--- config.mk ---
export PLATFORM = sky130hd
export DESIGN_NAME = at_command_line_parser_unit
export DESIGN_NICKNAME = d
export VERILOG_FILES = /design/src/rtl/atclp_pkg.sv /design/src/rtl/at_command_line_parser_unit.sv /design/src/rtl/atclp_ram.sv /design/src/rtl/atclp_datapath.sv /design/src/rtl/atclp_ctrl.sv
export SDC_FILE = /design/constraint.sdc
export NUM_CORES = 1
export LEC_CHECK = 0
export ABC_AREA = 1
export BUFFER_PORTS_ARGS = -buffer_cell sky130_fd_sc_hd__buf_2
export CORE_MARGIN = 2
export CORE_UTILIZATION = 40
export DETAILED_ROUTE_END_ITERATION = 12
export GPL_ROUTABILITY_DRIVEN = 0
export PLACE_DENSITY_LB_ADDON = 0.15
export SLEW_MARGIN = 25
export SYNTH_ARGS = -nofsm -noshare
export SYNTH_HDL_FRONTEND = slang
export SYNTH_SLANG_ARGS = --single-unit
--- constraint.sdc ---
create_clock -name clock -period 7 [get_ports clock]
set_input_delay 0.35 -clock clock [delete_from_list [all_inputs] [get_ports clock]]
set_output_delay 0.35 -clock clock [all_outputs]
set_load 0.1 [all_outputs]
--- src/rtl/atclp_pkg.sv ---
// Types, constants and helper functions of the AT command line parser.
`timescale 1ns / 1ps
`default_nettype none
package atclp_pkg;

   typedef enum logic [2:0] {
      ST_IDLE,
      ST_DECIDE,
      ST_SCAN_RD,
      ST_SCAN_EV,
      ST_EMIT
   } state_type;

   typedef enum logic [1:0] {
      MODE_A,
      MODE_T,
      MODE_TYPE,
      MODE_ARG
   } mode_type;

   typedef enum logic [2:0] {
      MSG_NONE,
      MSG_BS,
      MSG_OK,
      MSG_ERR,
      MSG_DISP
   } msg_type;

   typedef enum logic [1:0] {
      SC_START,
      SC_FIELD,
      SC_QUOTE
   } scan_type;

   localparam logic [1:0] CK_EXEC = 2'd0;
   localparam logic [1:0] CK_SET  = 2'd1;
   localparam logic [1:0] CK_READ = 2'd2;
   localparam logic [1:0] CK_TEST = 2'd3;

   localparam logic [2:0] REG_ECHO  = 3'd0;
   localparam logic [2:0] REG_NAME0 = 3'd1;
   localparam logic [2:0] REG_NAME1 = 3'd2;
   localparam logic [2:0] REG_NAME2 = 3'd3;
   localparam logic [2:0] REG_NAME3 = 3'd4;
   localparam logic [2:0] REG_SLOTS = 3'd5;

   localparam logic [7:0] CH_DEL   = 8'h7f;
   localparam logic [7:0] CH_CR    = 8'h0d;
   localparam logic [7:0] CH_LF    = 8'h0a;
   localparam logic [7:0] CH_BS    = 8'h08;
   localparam logic [7:0] CH_SPACE = 8'h20;
   localparam logic [7:0] CH_EQ    = 8'h3d;
   localparam logic [7:0] CH_QUERY = 8'h3f;
   localparam logic [7:0] CH_COMMA = 8'h2c;
   localparam logic [7:0] CH_QUOTE = 8'h22;
   localparam logic [7:0] CH_NUL   = 8'h00;

   // Built-in names, byte 0 in the low bits, NUL padded.
   localparam logic [63:0] NAME_E  = 64'h0000_0000_0000_0045;
   localparam logic [63:0] NAME_E0 = 64'h0000_0000_0000_3045;
   localparam logic [63:0] NAME_E1 = 64'h0000_0000_0000_3145;

   typedef struct packed {
      logic    accept;
      logic    commit;
      logic    scan_start;
      logic    scan_eval;
      logic    load;
      logic    sel_echo;
      logic [2:0] pos;
      logic    last;
   } ctl_word_type;

   typedef struct packed {
      logic    need_scan;
      logic    scan_done;
      logic    echo_emit;
      msg_type msg;
      msg_type plan_msg;
      logic    out_free;
   } status_type;

   function automatic logic [2:0] msg_len(input msg_type m);
      logic [2:0] n;
      unique case (m)
         MSG_BS:   n = 3'd3;
         MSG_OK:   n = 3'd4;
         MSG_ERR:  n = 3'd7;
         MSG_DISP: n = 3'd1;
         default:  n = 3'd0;
      endcase
      return n;
   endfunction

   function automatic logic [7:0] msg_byte(input msg_type m, input logic [2:0] pos);
      logic [7:0] b;
      b = CH_NUL;
      unique case (m)
         MSG_BS: begin
            b = (pos == 3'd1) ? CH_SPACE : CH_BS;
         end
         MSG_OK: begin
            case (pos)
               3'd0:    b = 8'h4f;
               3'd1:    b = 8'h4b;
               3'd2:    b = CH_CR;
               default: b = CH_LF;
            endcase
         end
         MSG_ERR: begin
            case (pos)
               3'd0:    b = 8'h45;
               3'd1:    b = 8'h52;
               3'd2:    b = 8'h52;
               3'd3:    b = 8'h4f;
               3'd4:    b = 8'h52;
               3'd5:    b = CH_CR;
               default: b = CH_LF;
            endcase
         end
         default: b = CH_NUL;
      endcase
      return b;
   endfunction

   function automatic logic [7:0] fold(input logic [7:0] c);
      return (c >= 8'h61 && c <= 8'h7a) ? c - 8'd32 : c;
   endfunction

endpackage
`default_nettype wire

--- src/rtl/at_command_line_parser_unit.sv ---
// Top level of the AT command line parser.
//
// channel  direction  handshake              payload
// req      in         req_valid / req_stall  opcode, rx_byte, resp_error
// rsp      out        rsp_valid / rsp_stall  kind, tx_byte, cmd_slot, cmd_kind, param_count, last
// csr      in         csr_valid / csr_ready  csr_index, csr_wdata (always ready)
//
// A transaction is accepted, then decided; a SET line also scans its argument bytes with a read
// state and an evaluate state per byte (the argument RAM read is registered), then emits its results.
// Results leave through one output register; the next request is taken once the
// last result is loaded, even if that result is still stalled.
// Synchronous active-high reset; no clearing pass, buffers are read below their lengths.
`timescale 1ns / 1ps
`default_nettype none
module at_command_line_parser_unit #(
   parameter int NAME_BYTES = 8,
   parameter int ARG_BYTES  = 64,
   parameter int MAX_PARAMS = 8,
   parameter int NAME_SLOTS = 4
) (
   input  wire logic        clock,
   input  wire logic        reset,
   input  wire logic        req_valid,
   output logic             req_stall,
   input  wire logic        req_opcode,
   input  wire logic [7:0]  req_rx_byte,
   input  wire logic        req_resp_error,
   output logic             rsp_valid,
   input  wire logic        rsp_stall,
   output logic             rsp_kind,
   output logic [7:0]       rsp_tx_byte,
   output logic [1:0]       rsp_cmd_slot,
   output logic [1:0]       rsp_cmd_kind,
   output logic [3:0]       rsp_param_count,
   output logic             rsp_last,
   input  wire logic        csr_valid,
   output logic             csr_ready,
   input  wire logic [2:0]  csr_index,
   input  wire logic [63:0] csr_wdata
);
   import atclp_pkg::*;

   ctl_word_type cmd;
   status_type   st;

   assign csr_ready = 1'b1;

   atclp_ctrl u_ctrl (
      .clock     (clock),
      .reset     (reset),
      .req_valid (req_valid),
      .req_stall (req_stall),
      .st        (st),
      .cmd       (cmd)
   );

   atclp_datapath #(
      .NAME_BYTES (NAME_BYTES),
      .ARG_BYTES  (ARG_BYTES),
      .MAX_PARAMS (MAX_PARAMS),
      .NAME_SLOTS (NAME_SLOTS)
   ) u_dp (
      .clock           (clock),
      .reset           (reset),
      .cmd             (cmd),
      .st              (st),
      .req_opcode      (req_opcode),
      .req_rx_byte     (req_rx_byte),
      .req_resp_error  (req_resp_error),
      .csr_valid       (csr_valid),
      .csr_index       (csr_index),
      .csr_wdata       (csr_wdata),
      .rsp_valid       (rsp_valid),
      .rsp_stall       (rsp_stall),
      .rsp_kind        (rsp_kind),
      .rsp_tx_byte     (rsp_tx_byte),
      .rsp_cmd_slot    (rsp_cmd_slot),
      .rsp_cmd_kind    (rsp_cmd_kind),
      .rsp_param_count (rsp_param_count),
      .rsp_last        (rsp_last)
   );
endmodule
`default_nettype wire

--- src/rtl/atclp_ram.sv ---
// Generic single-write, single-read RAM with registered read data.
`timescale 1ns / 1ps
`default_nettype none
module atclp_ram #(
   parameter int WIDTH = 8,
   parameter int DEPTH = 64
) (
   input  wire logic                     clock,
   input  wire logic                     wr_en,
   input  wire logic [$clog2(DEPTH)-1:0] wr_addr,
   input  wire logic [WIDTH-1:0]         wr_data,
   input  wire logic [$clog2(DEPTH)-1:0] rd_addr,
   output logic      [WIDTH-1:0]         rd_data
);
   logic [WIDTH-1:0] mem_ff [DEPTH];

   always_ff @(posedge clock) begin
      if (wr_en) begin
         mem_ff[wr_addr] <= wr_data;
      end
      rd_data <= mem_ff[rd_addr];
   end
endmodule
`default_nettype wire

--- src/rtl/atclp_datapath.sv ---
// Parser datapath: line state, name match, argument buffer, parameter scan, result register.
`timescale 1ns / 1ps
`default_nettype none
module atclp_datapath #(
   parameter int NAME_BYTES = 8,
   parameter int ARG_BYTES  = 64,
   parameter int MAX_PARAMS = 8,
   parameter int NAME_SLOTS = 4
) (
   input  wire logic                    clock,
   input  wire logic                    reset,
   input  wire atclp_pkg::ctl_word_type cmd,
   output atclp_pkg::status_type        st,
   input  wire logic                    req_opcode,
   input  wire logic [7:0]              req_rx_byte,
   input  wire logic                    req_resp_error,
   input  wire logic                    csr_valid,
   input  wire logic [2:0]              csr_index,
   input  wire logic [63:0]             csr_wdata,
   output logic                         rsp_valid,
   input  wire logic                    rsp_stall,
   output logic                         rsp_kind,
   output logic [7:0]                   rsp_tx_byte,
   output logic [1:0]                   rsp_cmd_slot,
   output logic [1:0]                   rsp_cmd_kind,
   output logic [3:0]                   rsp_param_count,
   output logic                         rsp_last
);
   import atclp_pkg::*;

   localparam int NW = $clog2(NAME_BYTES);
   localparam int AW = $clog2(ARG_BYTES);
   localparam int CW = $clog2(MAX_PARAMS + 1);

   // input transaction
   logic        in_op_ff, in_err_ff;
   logic [7:0]  in_byte_ff;

   // configuration
   logic        echo_init_ff;
   logic [63:0] word_ff [4];
   logic [2:0]  slots_ff;

   // line state
   mode_type        mode_ff, mode_in;
   logic [1:0]      pend_ff, pend_in;
   logic            ts_ff, ts_in;
   logic [7:0]      name_ff [NAME_BYTES];
   logic [NW-1:0]   name_len_ff, name_len_in;
   logic [AW-1:0]   arg_len_ff, arg_len_in;
   logic [7:0]      arg0_ff;
   logic            echo_ff, echo_in;
   logic            await_ff, await_in;
   logic            name_we, arg_we;

   // parameter scan
   logic [AW-1:0]   sidx_ff;
   scan_type        sst_ff;
   logic [CW-1:0]   scnt_ff;
   logic            ssat_ff, sdone_ff;
   logic [7:0]      rd_data;
   logic [CW-1:0]   cnt_final;
   logic            unterm;

   // plan
   msg_type         d_msg, plan_ff;
   logic            d_echo;
   logic [1:0]      d_ck, slot_ff, ck_ff;
   logic [CW-1:0]   d_cnt, cnt_ff;

   // name search
   logic            m_e, m_e0, m_e1, hit;
   logic [1:0]      hit_slot;
   logic [2:0]      slots_lim;

   logic            do_run;
   logic [1:0]      run_ck;
   logic [CW-1:0]   run_cnt;
   logic            is_eol;

   function automatic logic match_name(input logic [63:0] cand,
                                       input logic [NW-1:0] len);
      logic       ok;
      logic       ended;
      logic [7:0] a;
      ok = 1'b1;
      ended = 1'b0;
      for (int i = 0; i < NAME_BYTES; i++) begin
         a = (NW'(i) < len) ? name_ff[i] : CH_NUL;
         if (!ended && fold(a) != fold(cand[8*i +: 8])) begin
            ok = 1'b0;
         end
         if (a == CH_NUL) begin
            ended = 1'b1;
         end
      end
      return ok;
   endfunction

   atclp_ram #(.WIDTH(8), .DEPTH(ARG_BYTES)) u_arg_ram (
      .clock   (clock),
      .wr_en   (cmd.commit && arg_we),
      .wr_addr (arg_len_ff),
      .wr_data (in_byte_ff),
      .rd_addr (sidx_ff),
      .rd_data (rd_data)
   );

   always_comb begin
      slots_lim = (slots_ff > 3'(NAME_SLOTS)) ? 3'(NAME_SLOTS) : slots_ff;
      m_e  = match_name(NAME_E, name_len_ff);
      m_e0 = match_name(NAME_E0, name_len_ff);
      m_e1 = match_name(NAME_E1, name_len_ff);
      hit = 1'b0;
      hit_slot = 2'd0;
      for (int s = NAME_SLOTS - 1; s >= 0; s--) begin
         if (!hit && 3'(s) < slots_lim && match_name(word_ff[s], name_len_ff)) begin
            hit = 1'b1;
            hit_slot = 2'(s);
         end
      end
   end

   always_comb begin
      cnt_final = ssat_ff ? scnt_ff : ((sst_ff == SC_FIELD) ? scnt_ff + CW'(1) : scnt_ff);
      unterm    = !ssat_ff && sst_ff == SC_QUOTE;
   end

   assign is_eol = (in_byte_ff == CH_CR) || (in_byte_ff == CH_LF);

   // What this transaction does, from the state before it
   always_comb begin
      d_echo      = 1'b0;
      d_msg       = MSG_NONE;
      d_ck        = CK_EXEC;
      d_cnt       = '0;
      mode_in     = mode_ff;
      pend_in     = pend_ff;
      ts_in       = ts_ff;
      name_len_in = name_len_ff;
      arg_len_in  = arg_len_ff;
      echo_in     = echo_ff;
      await_in    = await_ff;
      name_we     = 1'b0;
      arg_we      = 1'b0;
      do_run      = 1'b0;
      run_ck      = CK_EXEC;
      run_cnt     = '0;
      st.need_scan = 1'b0;
      if (in_op_ff) begin
         if (await_ff) begin
            d_msg    = in_err_ff ? MSG_ERR : MSG_OK;
            await_in = 1'b0;
         end
      end else if (await_ff) begin
         // bytes dropped until software answers
      end else if (in_byte_ff == CH_DEL) begin
         if (mode_ff != MODE_A) begin
            unique case (mode_ff)
               MODE_T: mode_in = MODE_A;
               MODE_TYPE: begin
                  if (name_len_ff != '0) name_len_in = name_len_ff - NW'(1);
                  else mode_in = MODE_T;
               end
               default: begin
                  if (arg_len_ff != '0) arg_len_in = arg_len_ff - AW'(1);
                  else mode_in = MODE_TYPE;
               end
            endcase
            if (echo_ff) d_msg = MSG_BS;
         end
      end else if (mode_ff == MODE_A) begin
         if (fold(in_byte_ff) == 8'h41) begin
            mode_in = MODE_T;
            d_echo  = echo_ff;
         end
      end else if (mode_ff == MODE_T) begin
         if (fold(in_byte_ff) == 8'h54) begin
            mode_in = MODE_TYPE;
            d_echo  = echo_ff;
         end else begin
            mode_in = MODE_A;
         end
      end else if (mode_ff == MODE_TYPE) begin
         d_echo = echo_ff;
         if (is_eol) begin
            if (name_len_ff == '0) begin
               d_msg = MSG_OK;
            end else begin
               do_run = 1'b1;
               run_ck = ts_ff ? pend_ff : CK_EXEC;
            end
         end else if (in_byte_ff == CH_EQ || in_byte_ff == CH_QUERY) begin
            pend_in = (in_byte_ff == CH_EQ) ? CK_SET : CK_READ;
            ts_in   = 1'b1;
            mode_in = MODE_ARG;
         end else if (name_len_ff < NW'(NAME_BYTES - 1)) begin
            name_we     = 1'b1;
            name_len_in = name_len_ff + NW'(1);
         end
      end else begin
         d_echo = echo_ff;
         if (is_eol) begin
            if (pend_ff == CK_SET) begin
               if (arg_len_ff == AW'(1) && arg0_ff == CH_QUERY) begin
                  do_run = 1'b1;
                  run_ck = CK_TEST;
               end else begin
                  st.need_scan = 1'b1;
                  if (unterm) begin
                     d_msg = MSG_ERR;
                  end else begin
                     do_run  = 1'b1;
                     run_ck  = CK_SET;
                     run_cnt = cnt_final;
                  end
               end
            end else if (arg_len_ff != '0) begin
               d_msg = MSG_ERR;
            end else begin
               do_run = 1'b1;
               run_ck = CK_READ;
            end
         end else if (arg_len_ff < AW'(ARG_BYTES - 1)) begin
            arg_we     = 1'b1;
            arg_len_in = arg_len_ff + AW'(1);
         end
      end
      if (is_eol && !in_op_ff && !await_ff &&
          (mode_ff == MODE_TYPE || mode_ff == MODE_ARG)) begin
         mode_in     = MODE_A;
         name_len_in = '0;
         arg_len_in  = '0;
         pend_in     = CK_EXEC;
         ts_in       = 1'b0;
      end
      if (do_run) begin
         if (m_e || (!hit && (m_e1 || m_e0))) begin
            if (run_ck != CK_EXEC) begin
               d_msg = MSG_ERR;
            end else begin
               echo_in = m_e1;
               d_msg   = MSG_OK;
            end
         end else if (hit) begin
            d_msg    = MSG_DISP;
            d_ck     = run_ck;
            d_cnt    = run_cnt;
            await_in = 1'b1;
         end else begin
            d_msg = MSG_ERR;
         end
      end
      st.echo_emit = d_echo;
      st.msg       = d_msg;
      st.plan_msg  = plan_ff;
      st.scan_done = sdone_ff;
      st.out_free  = !rsp_valid || !rsp_stall;
   end

   always_ff @(posedge clock) begin
      if (cmd.accept) begin
         in_op_ff   <= req_opcode;
         in_byte_ff <= req_rx_byte;
         in_err_ff  <= req_resp_error;
      end
      if (cmd.commit && name_we) begin
         name_ff[name_len_ff] <= in_byte_ff;
      end
      if (cmd.commit && arg_we && arg_len_ff == '0) begin
         arg0_ff <= in_byte_ff;
      end
      if (cmd.commit) begin
         plan_ff <= d_msg;
         slot_ff <= hit_slot;
         ck_ff   <= d_ck;
         cnt_ff  <= d_cnt;
      end
      if (cmd.load) begin
         if (cmd.sel_echo) begin
            rsp_kind    <= 1'b0;
            rsp_tx_byte <= in_byte_ff;
         end else begin
            rsp_kind    <= (plan_ff == MSG_DISP);
            rsp_tx_byte <= msg_byte(plan_ff, cmd.pos);
         end
         rsp_cmd_slot    <= (!cmd.sel_echo && plan_ff == MSG_DISP) ? slot_ff : 2'd0;
         rsp_cmd_kind    <= (!cmd.sel_echo && plan_ff == MSG_DISP) ? ck_ff : CK_EXEC;
         rsp_param_count <= (!cmd.sel_echo && plan_ff == MSG_DISP) ? 4'(cnt_ff) : 4'd0;
         rsp_last        <= cmd.last;
      end
   end

   always_ff @(posedge clock) begin
      if (reset) begin
         mode_ff      <= MODE_A;
         pend_ff      <= CK_EXEC;
         ts_ff        <= 1'b0;
         name_len_ff  <= '0;
         arg_len_ff   <= '0;
         echo_ff      <= 1'b0;
         echo_init_ff <= 1'b0;
         await_ff     <= 1'b0;
         slots_ff     <= 3'd0;
         for (int i = 0; i < 4; i++) word_ff[i] <= '0;
         rsp_valid    <= 1'b0;
         sidx_ff      <= '0;
         sst_ff       <= SC_START;
         scnt_ff      <= '0;
         ssat_ff      <= 1'b0;
         sdone_ff     <= 1'b0;
      end else begin
         if (cmd.commit) begin
            mode_ff     <= mode_in;
            pend_ff     <= pend_in;
            ts_ff       <= ts_in;
            name_len_ff <= name_len_in;
            arg_len_ff  <= arg_len_in;
            echo_ff     <= echo_in;
            await_ff    <= await_in;
         end
         if (csr_valid && csr_index == REG_ECHO) begin
            echo_init_ff <= csr_wdata[0];
            echo_ff      <= csr_wdata[0];
         end else if (reset) begin
            echo_ff <= echo_init_ff;
         end
         if (csr_valid && csr_index == REG_SLOTS) begin
            slots_ff <= csr_wdata[2:0];
         end
         if (csr_valid) begin
            unique case (csr_index)
               REG_NAME0: word_ff[0] <= csr_wdata;
               REG_NAME1: word_ff[1] <= csr_wdata;
               REG_NAME2: word_ff[2] <= csr_wdata;
               REG_NAME3: word_ff[3] <= csr_wdata;
               default: ;
            endcase
         end
         if (cmd.load) rsp_valid <= 1'b1;
         else if (!rsp_stall) rsp_valid <= 1'b0;
         if (cmd.scan_start) begin
            sidx_ff  <= '0;
            sst_ff   <= SC_START;
            scnt_ff  <= '0;
            ssat_ff  <= 1'b0;
            sdone_ff <= (arg_len_ff == '0);
         end else if (cmd.scan_eval) begin
            if (rd_data == CH_NUL) begin
               sdone_ff <= 1'b1;
            end else begin
               if (({1'b0, sidx_ff} + (AW+1)'(1)) >= {1'b0, arg_len_ff}) sdone_ff <= 1'b1;
               sidx_ff <= sidx_ff + AW'(1);
               unique case (sst_ff)
                  SC_START: begin
                     if (rd_data == CH_COMMA) begin
                        scnt_ff <= scnt_ff + CW'(1);
                        if (scnt_ff + CW'(1) == CW'(MAX_PARAMS)) begin
                           ssat_ff  <= 1'b1;
                           sdone_ff <= 1'b1;
                        end
                     end else if (rd_data == CH_QUOTE) begin
                        sst_ff <= SC_QUOTE;
                     end else begin
                        sst_ff <= SC_FIELD;
                     end
                  end
                  SC_FIELD: begin
                     if (rd_data == CH_COMMA) begin
                        scnt_ff <= scnt_ff + CW'(1);
                        sst_ff  <= SC_START;
                        if (scnt_ff + CW'(1) == CW'(MAX_PARAMS)) begin
                           ssat_ff  <= 1'b1;
                           sdone_ff <= 1'b1;
                        end
                     end
                  end
                  default: begin
                     if (rd_data == CH_QUOTE) sst_ff <= SC_FIELD;
                  end
               endcase
            end
         end
      end
   end
endmodule
`default_nettype wire

--- src/rtl/atclp_ctrl.sv ---
// Parser controller: transaction intake, scan sequencing and result emission.
`timescale 1ns / 1ps
`default_nettype none
module atclp_ctrl (
   input  wire logic                   clock,
   input  wire logic                   reset,
   input  wire logic                   req_valid,
   output logic                        req_stall,
   input  wire atclp_pkg::status_type  st,
   output atclp_pkg::ctl_word_type     cmd
);
   import atclp_pkg::*;

   state_type  state_ff, state_in;
   logic       echo_left_ff, echo_left_in;
   logic [2:0] pos_ff, pos_in;

   always_ff @(posedge clock) begin
      if (reset) begin
         state_ff     <= ST_IDLE;
         echo_left_ff <= 1'b0;
         pos_ff       <= 3'd0;
      end else begin
         state_ff     <= state_in;
         echo_left_ff <= echo_left_in;
         pos_ff       <= pos_in;
      end
   end

   always_comb begin
      state_in     = state_ff;
      echo_left_in = echo_left_ff;
      pos_in       = pos_ff;
      cmd          = '0;
      req_stall    = (state_ff != ST_IDLE);
      unique case (state_ff) inside
         ST_IDLE: begin
            if (req_valid) begin
               cmd.accept = 1'b1;
               state_in   = ST_DECIDE;
            end
         end
         ST_DECIDE, ST_SCAN_RD: begin
            if (state_ff == ST_DECIDE && st.need_scan) begin
               cmd.scan_start = 1'b1;
               state_in       = ST_SCAN_RD;
            end else if (state_ff == ST_SCAN_RD && !st.scan_done) begin
               state_in = ST_SCAN_EV;
            end else begin
               cmd.commit   = 1'b1;
               echo_left_in = st.echo_emit;
               pos_in       = 3'd0;
               state_in     = (st.echo_emit || st.msg != MSG_NONE) ? ST_EMIT : ST_IDLE;
            end
         end
         ST_SCAN_EV: begin
            // read data for the current index is valid here
            cmd.scan_eval = 1'b1;
            state_in      = ST_SCAN_RD;
         end
         ST_EMIT: begin
            if (st.out_free) begin
               cmd.load = 1'b1;
               if (echo_left_ff) begin
                  cmd.sel_echo = 1'b1;
                  cmd.last     = (st.plan_msg == MSG_NONE);
                  echo_left_in = 1'b0;
               end else begin
                  cmd.pos  = pos_ff;
                  cmd.last = (pos_ff == msg_len(st.plan_msg) - 3'd1);
                  pos_in   = pos_ff + 3'd1;
               end
               if (cmd.last) state_in = ST_IDLE;
            end
         end
         default: state_in = ST_IDLE;
      endcase
   end
endmodule
`default_nettype wire

After elaboration in Yosys (flattened, before gate mapping)
Memory sizes are Yosys's and may differ from the RTL's. A register that Yosys moved wholly into a read port is not among the register bits.
Index checks and enable logic that the tools add are counted.

word-level totals
  register bits after elaboration = 88
  bits in writable memories = 832
  input port bits = 82
  output and inout port bits = 21
  logic and storage cells = 829
  memories kept = 3

memory list
  name                   depth  bits a word  read ports  clocked after Yosys merged registers in  wr ports  line                  text
  u_dp.u_arg_ram.mem_ff  64     8            1           1                                        1         atclp_ram.sv:15       logic [WIDTH-1:0] mem_ff [DEPTH];
  u_dp.word_ff           4      64           4           0                                        4         atclp_datapath.sv:41  logic [63:0] word_ff [4];
  u_dp.name_ff           8      8            8           0                                        1         atclp_datapath.sv:48  logic [7:0] name_ff [NAME_BYTES];

operators by class
  $add $sub $neg = 50
  order comparisons = 98
  eq/ne operators = 102
  muxes and demuxes = 348
  bitwise logic cells = 9
  reductions and logical operators = 187

operators with widths
  kind                                                            number
  two-way mux 8 bit                                               50
  >= comparator 8 x 7 -> 1 bit, second input constant             41
  less-or-equal comparator 8 x 7 -> 1 bit, second input constant  41
  subtractor 8 x 6 -> 8 bit, second input constant                41
  two-way mux 64 bit                                              4
  inequality test 8 bit                                           32
  two-way mux 1 bit                                               178
  two-way mux 3 bit                                               43
  logical AND 1 bit                                               99
  two-way mux 2 bit                                               47
  two-way mux 6 bit                                               15
  zero test 8 bit                                                 8
  nonzero test 8 bit                                              7
  == test 8 x 6 -> 1 bit, second input constant                   5
  inequality test 2 bit, second input constant                    15
  case mux 7 bit (4 select lines)                                 1
  == test 3 x 2 -> 1 bit, second input constant                   8
  == test 8 x 7 -> 1 bit, second input constant                   3
  case mux 3 bit (4 select lines)                                 2
  case mux 8 bit (3 select lines)                                 1
  case mux 7 bit (3 select lines)                                 1
  nonzero test 3 bit                                              7
  == test 3 bit, second input constant                            6
  zero test 1 bit                                                 18
  52 further kinds                                                121

Depth between registers and ports, before layout
  depth in word-level cells = 39
  mapped depth = 25
  depth with buffers taken out = 24

By module
A second synthesis with hierarchy kept.

unflattened totals
  cells, all modules = 4870
  area, all modules = 45915.3 um^2

modules (own cells, without submodules)
  module                       instances  cells each  area an instance (um^2)  seq. area each (um^2)
  atclp_datapath               1          2962        24013.0                  11701.2
  atclp_ram                    1          1806        21296.7                  15534.9
  atclp_ctrl                   1          100         594.3                    140.1
  at_command_line_parser_unit  1          2           11.3                     0.0

Worst setup path after synthesis
No wires, ideal clock.

  path kind = reg2reg
  start point = register u_dp.in_byte_ff[6]
  end point = memory u_dp.name_ff[2][0], enable pin
  library setup time = 395 ps
  arrival = 3877 ps
  data required time = 6605 ps
  setup slack = 2728 ps
  stages on the path, launching flop included = 15
  buffers on the path = 0
  period minus slack after synthesis = 4272 ps
  cells stage by stage = edfxtp_1 -> inv_1 -> nor4_2 -> nand2_1 -> inv_1 -> nor2_1 -> nand4_1 -> o21ai_1 -> inv_1 -> nand2_1 -> nor2_4 -> inv_2 -> nor2_1 -> inv_1 -> nor4_1

RTL lines
  item                      line                   text
  start: declaration        atclp_datapath.sv:37   logic [7:0] in_byte_ff;
  start signal: assignment  atclp_datapath.sv:264  in_byte_ff <= req_rx_byte;
  end: declaration          atclp_datapath.sv:48

==> summary.md <==
| Metric | Value |
|---|---|
| Largest net degree at the start of global routing | `roughly 150` |
| Mean Syn Cell Area | `~10 µm²` |
| Critical path buffers and inverters | `3` |
| CTS max path bufs | `3` |
| Max-capacitance violation count | `0` |
| Min Tclk post-route | `5.093 ns` |
| Clock sinks | `approximately 900` |
| Mapped Area | `about 0.044 mm²` |
| Post-CTS Setup Inserts | `0` |
| Row Count | `between 100 and 150` |
| Vias in the first global route | `between 30000 and 40000` |
| Final hold vios | `0` |
| Most frequent cell after synthesis | `edfxtp_1` |
| Synth unique cells | `64` |
| YS warnings | `0` |
| Critical path peak fanout | `24` |
| Die height | `~330 µm` |
| Slew @ Worst Pin | `roughly 1.0 ns` |
| CTS HTree Levels | `3` |
| Port Buf Inserts | `about 100` |
| Hold crit path type | `input port to flop` |
| FF-to-FF End | `u_dp.u_arg_ram.mem_ff[47][6]` |
| Top cells by area, synth | `edfxtp_1 (60%), nor2_1 (7.4%), nand2_1 (4.6%)` |
| Most used flip-flop cell after synthesis | `edfxtp_1` |
| Routed WL | `123200 µm` |
| Clock skew | `0.04619 ns` |
| Post-synth top area share | `59.79%` |
| CTS tree | `done` |
| Drt pass-1 iters | `6` |
| Post-route ant nets | `0` |
| Total gr overflow | `0` |
| Root Driver | `clkbuf_16` |
| Cells after DPL | `around 5800` |
| Synth Instances | `roughly 4400` |
| Fin Hold WS | `between 0.03 and 0.04 ns` |
| DIE WIDTH | `334.7 µm` |
| Leak Pwr | `0.01875 µW` |
| TNS Setup | `0 ns` |
| Cts repair resizes | `0` |
| Reg2Reg Depth | `16` |
| Placed inst area | `approximately 0.046 mm²` |
| Final Instance Count excl. Fillers | `5977` |
| Startpoint class of the critical path | `flop` |
| Total CTS buffers | `~100` |
| Pwr dens | `approximately 250 mW/mm²` |
| Final worst path period share | `between 70% and 80%` |
| Fmax achieved | `approximately 200 MHz` |
| Die ar. | `0.1120 mm²` |
| Worst skew pair latency | `roughly 0.71 ns` |
| Starting Density | `40.24%` |
| Vias/cell | `~5.3` |
| Ports | `around 100` |
| Synthesized netlist net count | `~4500` |
| Hpwl dp | `about 80000 µm` |
| Outcome | `finished, final reports clean` |
| Cts hold-fix bufs | `39` |
| Crit-path leading delay family | `simple AND/OR/NAND/NOR gates` |
| First-pass GRT wire length | `around 190000 µm` |
| Initial antenna violation count | `7` |
| Area delta synth->final | `13.37%` |
| Commonest cells post-synth | `edfxtp_1 (871), nor2_1 (868), nand2_1 (532)` |
| Drt drc | `0` |
| Worst reg-to-reg setup slack | `1.91 ns` |
| Critical Path End | `u_dp.u_arg_ram.mem_ff[47][6]` |
| 1st-iter DRT viols | `between 2000 and 3000` |
| Fin util | `a little under half` |
| Share of layout cells above drive strength 1 | `under 10%` |
| Cell depth of the worst setup path | `16` |
| Area leader, netlist | `edfxtp_1` |
| Flops & latches, synth | `920` |
| Seq/Total Area, Yosys | `62.04%` |
| WS Path Type | `flop to flop` |
| EDFF count, synth | `roughly 870` |
| FF-to-FF Start | `u_dp.in_byte_ff[3]` |
| Data arrival, critical path | `between 5 and 6 ns` |
| Final instance area | `about 0.050 mm²` |
| CP Data Required Time | `around 7.3 ns` |
| Maximum vdd ir drop | `about 0.2 mV` |
| Clock slew at reported path FFs | `approximately 0.06 ns` |
| Max stage delay cell, worst path | `edfxtp_1` |
| Via count | `around 32000` |
| FFs w/ async S/R, synth | `0%` |
| Largest stage delay, worst path | `about 0.94 ns` |
| Crit-path cells | `nand2_1 -> nor3_1 -> nand2_1 -> inv_1 -> nor2_1 -> nand4_1 -> o21ai_1 -> inv_1 -> nand2_1 -> nor2_4 -> inv_2 -> nor2_1 -> nand2_1 -> nor2_1 -> nand3_1 -> nor2_1` |
| Core area | `~0.11 mm²` |
| CP Launch Point | `u_dp.in_byte_ff[3]` |
| Crit end category | `flop` |
| Max Slew Vio Count | `0` |
| Final setup fails | `0` |
| Rel. slew slack | `32.77%` |
| Final nets | `4619` |
| Drt wl/cell | `around 21 µm` |
| Total GRT Usage | `~22%` |
| RSZ-0062 raised after global routing | `no` |
[cell families after synthesis]
kind of cell | after synthesis | share of synthesized area, %
adders and majority gates | 59 | 1.688
and+or+nand+nor | 1982 | 19.64
buffers and inverters | 658 | 5.767
DFF | 920 | 62.04
other | 1 | 0.008573
xor gates and xnor gates | 98 | 1.962
AOI/OAI and AO/OA | 636 | 8.899
[layout by cell type (no fill, tap or decap), drive strengths merged, types with 15 or more instances in the layout]
| cell type | instances |
|---|---|
| xor2 | 70 |
| inv | 505 |
| nor4 | 20 |
| dlygate4sd3 | 39 |
| nand3b | 16 |
| o211ai | 15 |
| dfxtp | 49 |
| nor2 | 887 |
| o221ai | 124 |
| a21oi | 84 |
| buf | 137 |
| edfxtp | 871 |
| o21ai | 348 |
| nand4 | 51 |
| nor3 | 85 |
| ha | 59 |
| nand3 | 365 |
| clkinv | 37 |
| clkbuf | 126 |
| xnor2 | 28 |
| nand2 | 545 |
[worst reg2reg max path, cell delays in order (launching register included)]
cell	delay [ns]
edfxtp_1	0.94
nand2_1	0.25
nor3_1	0.20
nand2_1	0.36
inv_1	0.44
nor2_1	0.14
nand4_1	0.15
o21ai_1	0.10
inv_1	0.07
nand2_1	0.09
nor2_4	0.11
inv_2	0.09
nor2_1	0.09
nand2_1	0.18
nor2_1	0.32
nand3_1	0.48
nor2_1	0.70
[area by class of cell]
class | count | area [µm²]
antenna | 3 | 7.507
clock buffer | 126 | 2628
clock inverter | 56 | 759.5
fill | 10200 | 59110
inverter | 506 | 1908
multi-input combinational | 2776 | 14170
sequential | 920 | 27140
tap | 1414 | 1769
timing repair buffer | 176 | 1199
[registers in the layout (all words and copies together), names as in the netlist, 4 cells and up]
signal                  flops
u_dp.arg0_ff                8
u_dp.arg_len_ff             6
u_dp.cnt_ff                 4
u_dp.in_byte_ff             8
u_dp.name_ff               56
u_dp.rsp_param_count        4
u_dp.rsp_tx_byte            8
u_dp.scnt_ff                4
u_dp.sidx_ff                6
u_dp.u_arg_ram.mem_ff     512
u_dp.u_arg_ram.rd_data      8
u_dp.word_ff              256
[where the power goes]
group / internal (µW) / leakage, µW / switching (µW)
logic: 160 / 0.00871 / 365
registers: 6140 / 0.00842 / 82.7
clock network: 3170 / 0.00163 / 2300
total: 9470 / 0.0188 / 2750
[worst min path at each step]
stage	cells after the start	endpoint	slack, ns	from
global placement	2	u_dp.ssat_ff	0.47	u_dp.ssat_ff
detailed placement	2	u_dp.ssat_ff	0.48	u_dp.ssat_ff
global route	3	u_dp.word_ff[0][31]	0.01	csr_wdata[31]
finish	3	u_dp.word_ff[2][31]	0.04	csr_wdata[31]
floorplan	1	u_ctrl.pos_ff[0]	0.43	reset
CTS	3	u_dp.word_ff[1][42]	0.0003	csr_wdata[42]
[metal layers]
metal,up-vias,global-route usage (%),part of all wire [%]
met5,-,0,0.035
li1,15330,-,-
met1,15400,30.40,45
met3,174,3.036,5.5
met4,6,5.524,2.2
met2,907,35.80,47
[stage by stage]
stage | power, µW | setup slack, ns
floorplan | 6642 | 2.728
global placement | 6847 | 1.879
detailed placement | 6855 | 1.879
CTS | 12330 | 1.831
global route | 12600 | 1.429
finish | 12220 | 1.907
No activity file was read; power rests on OpenSTA's default activity.
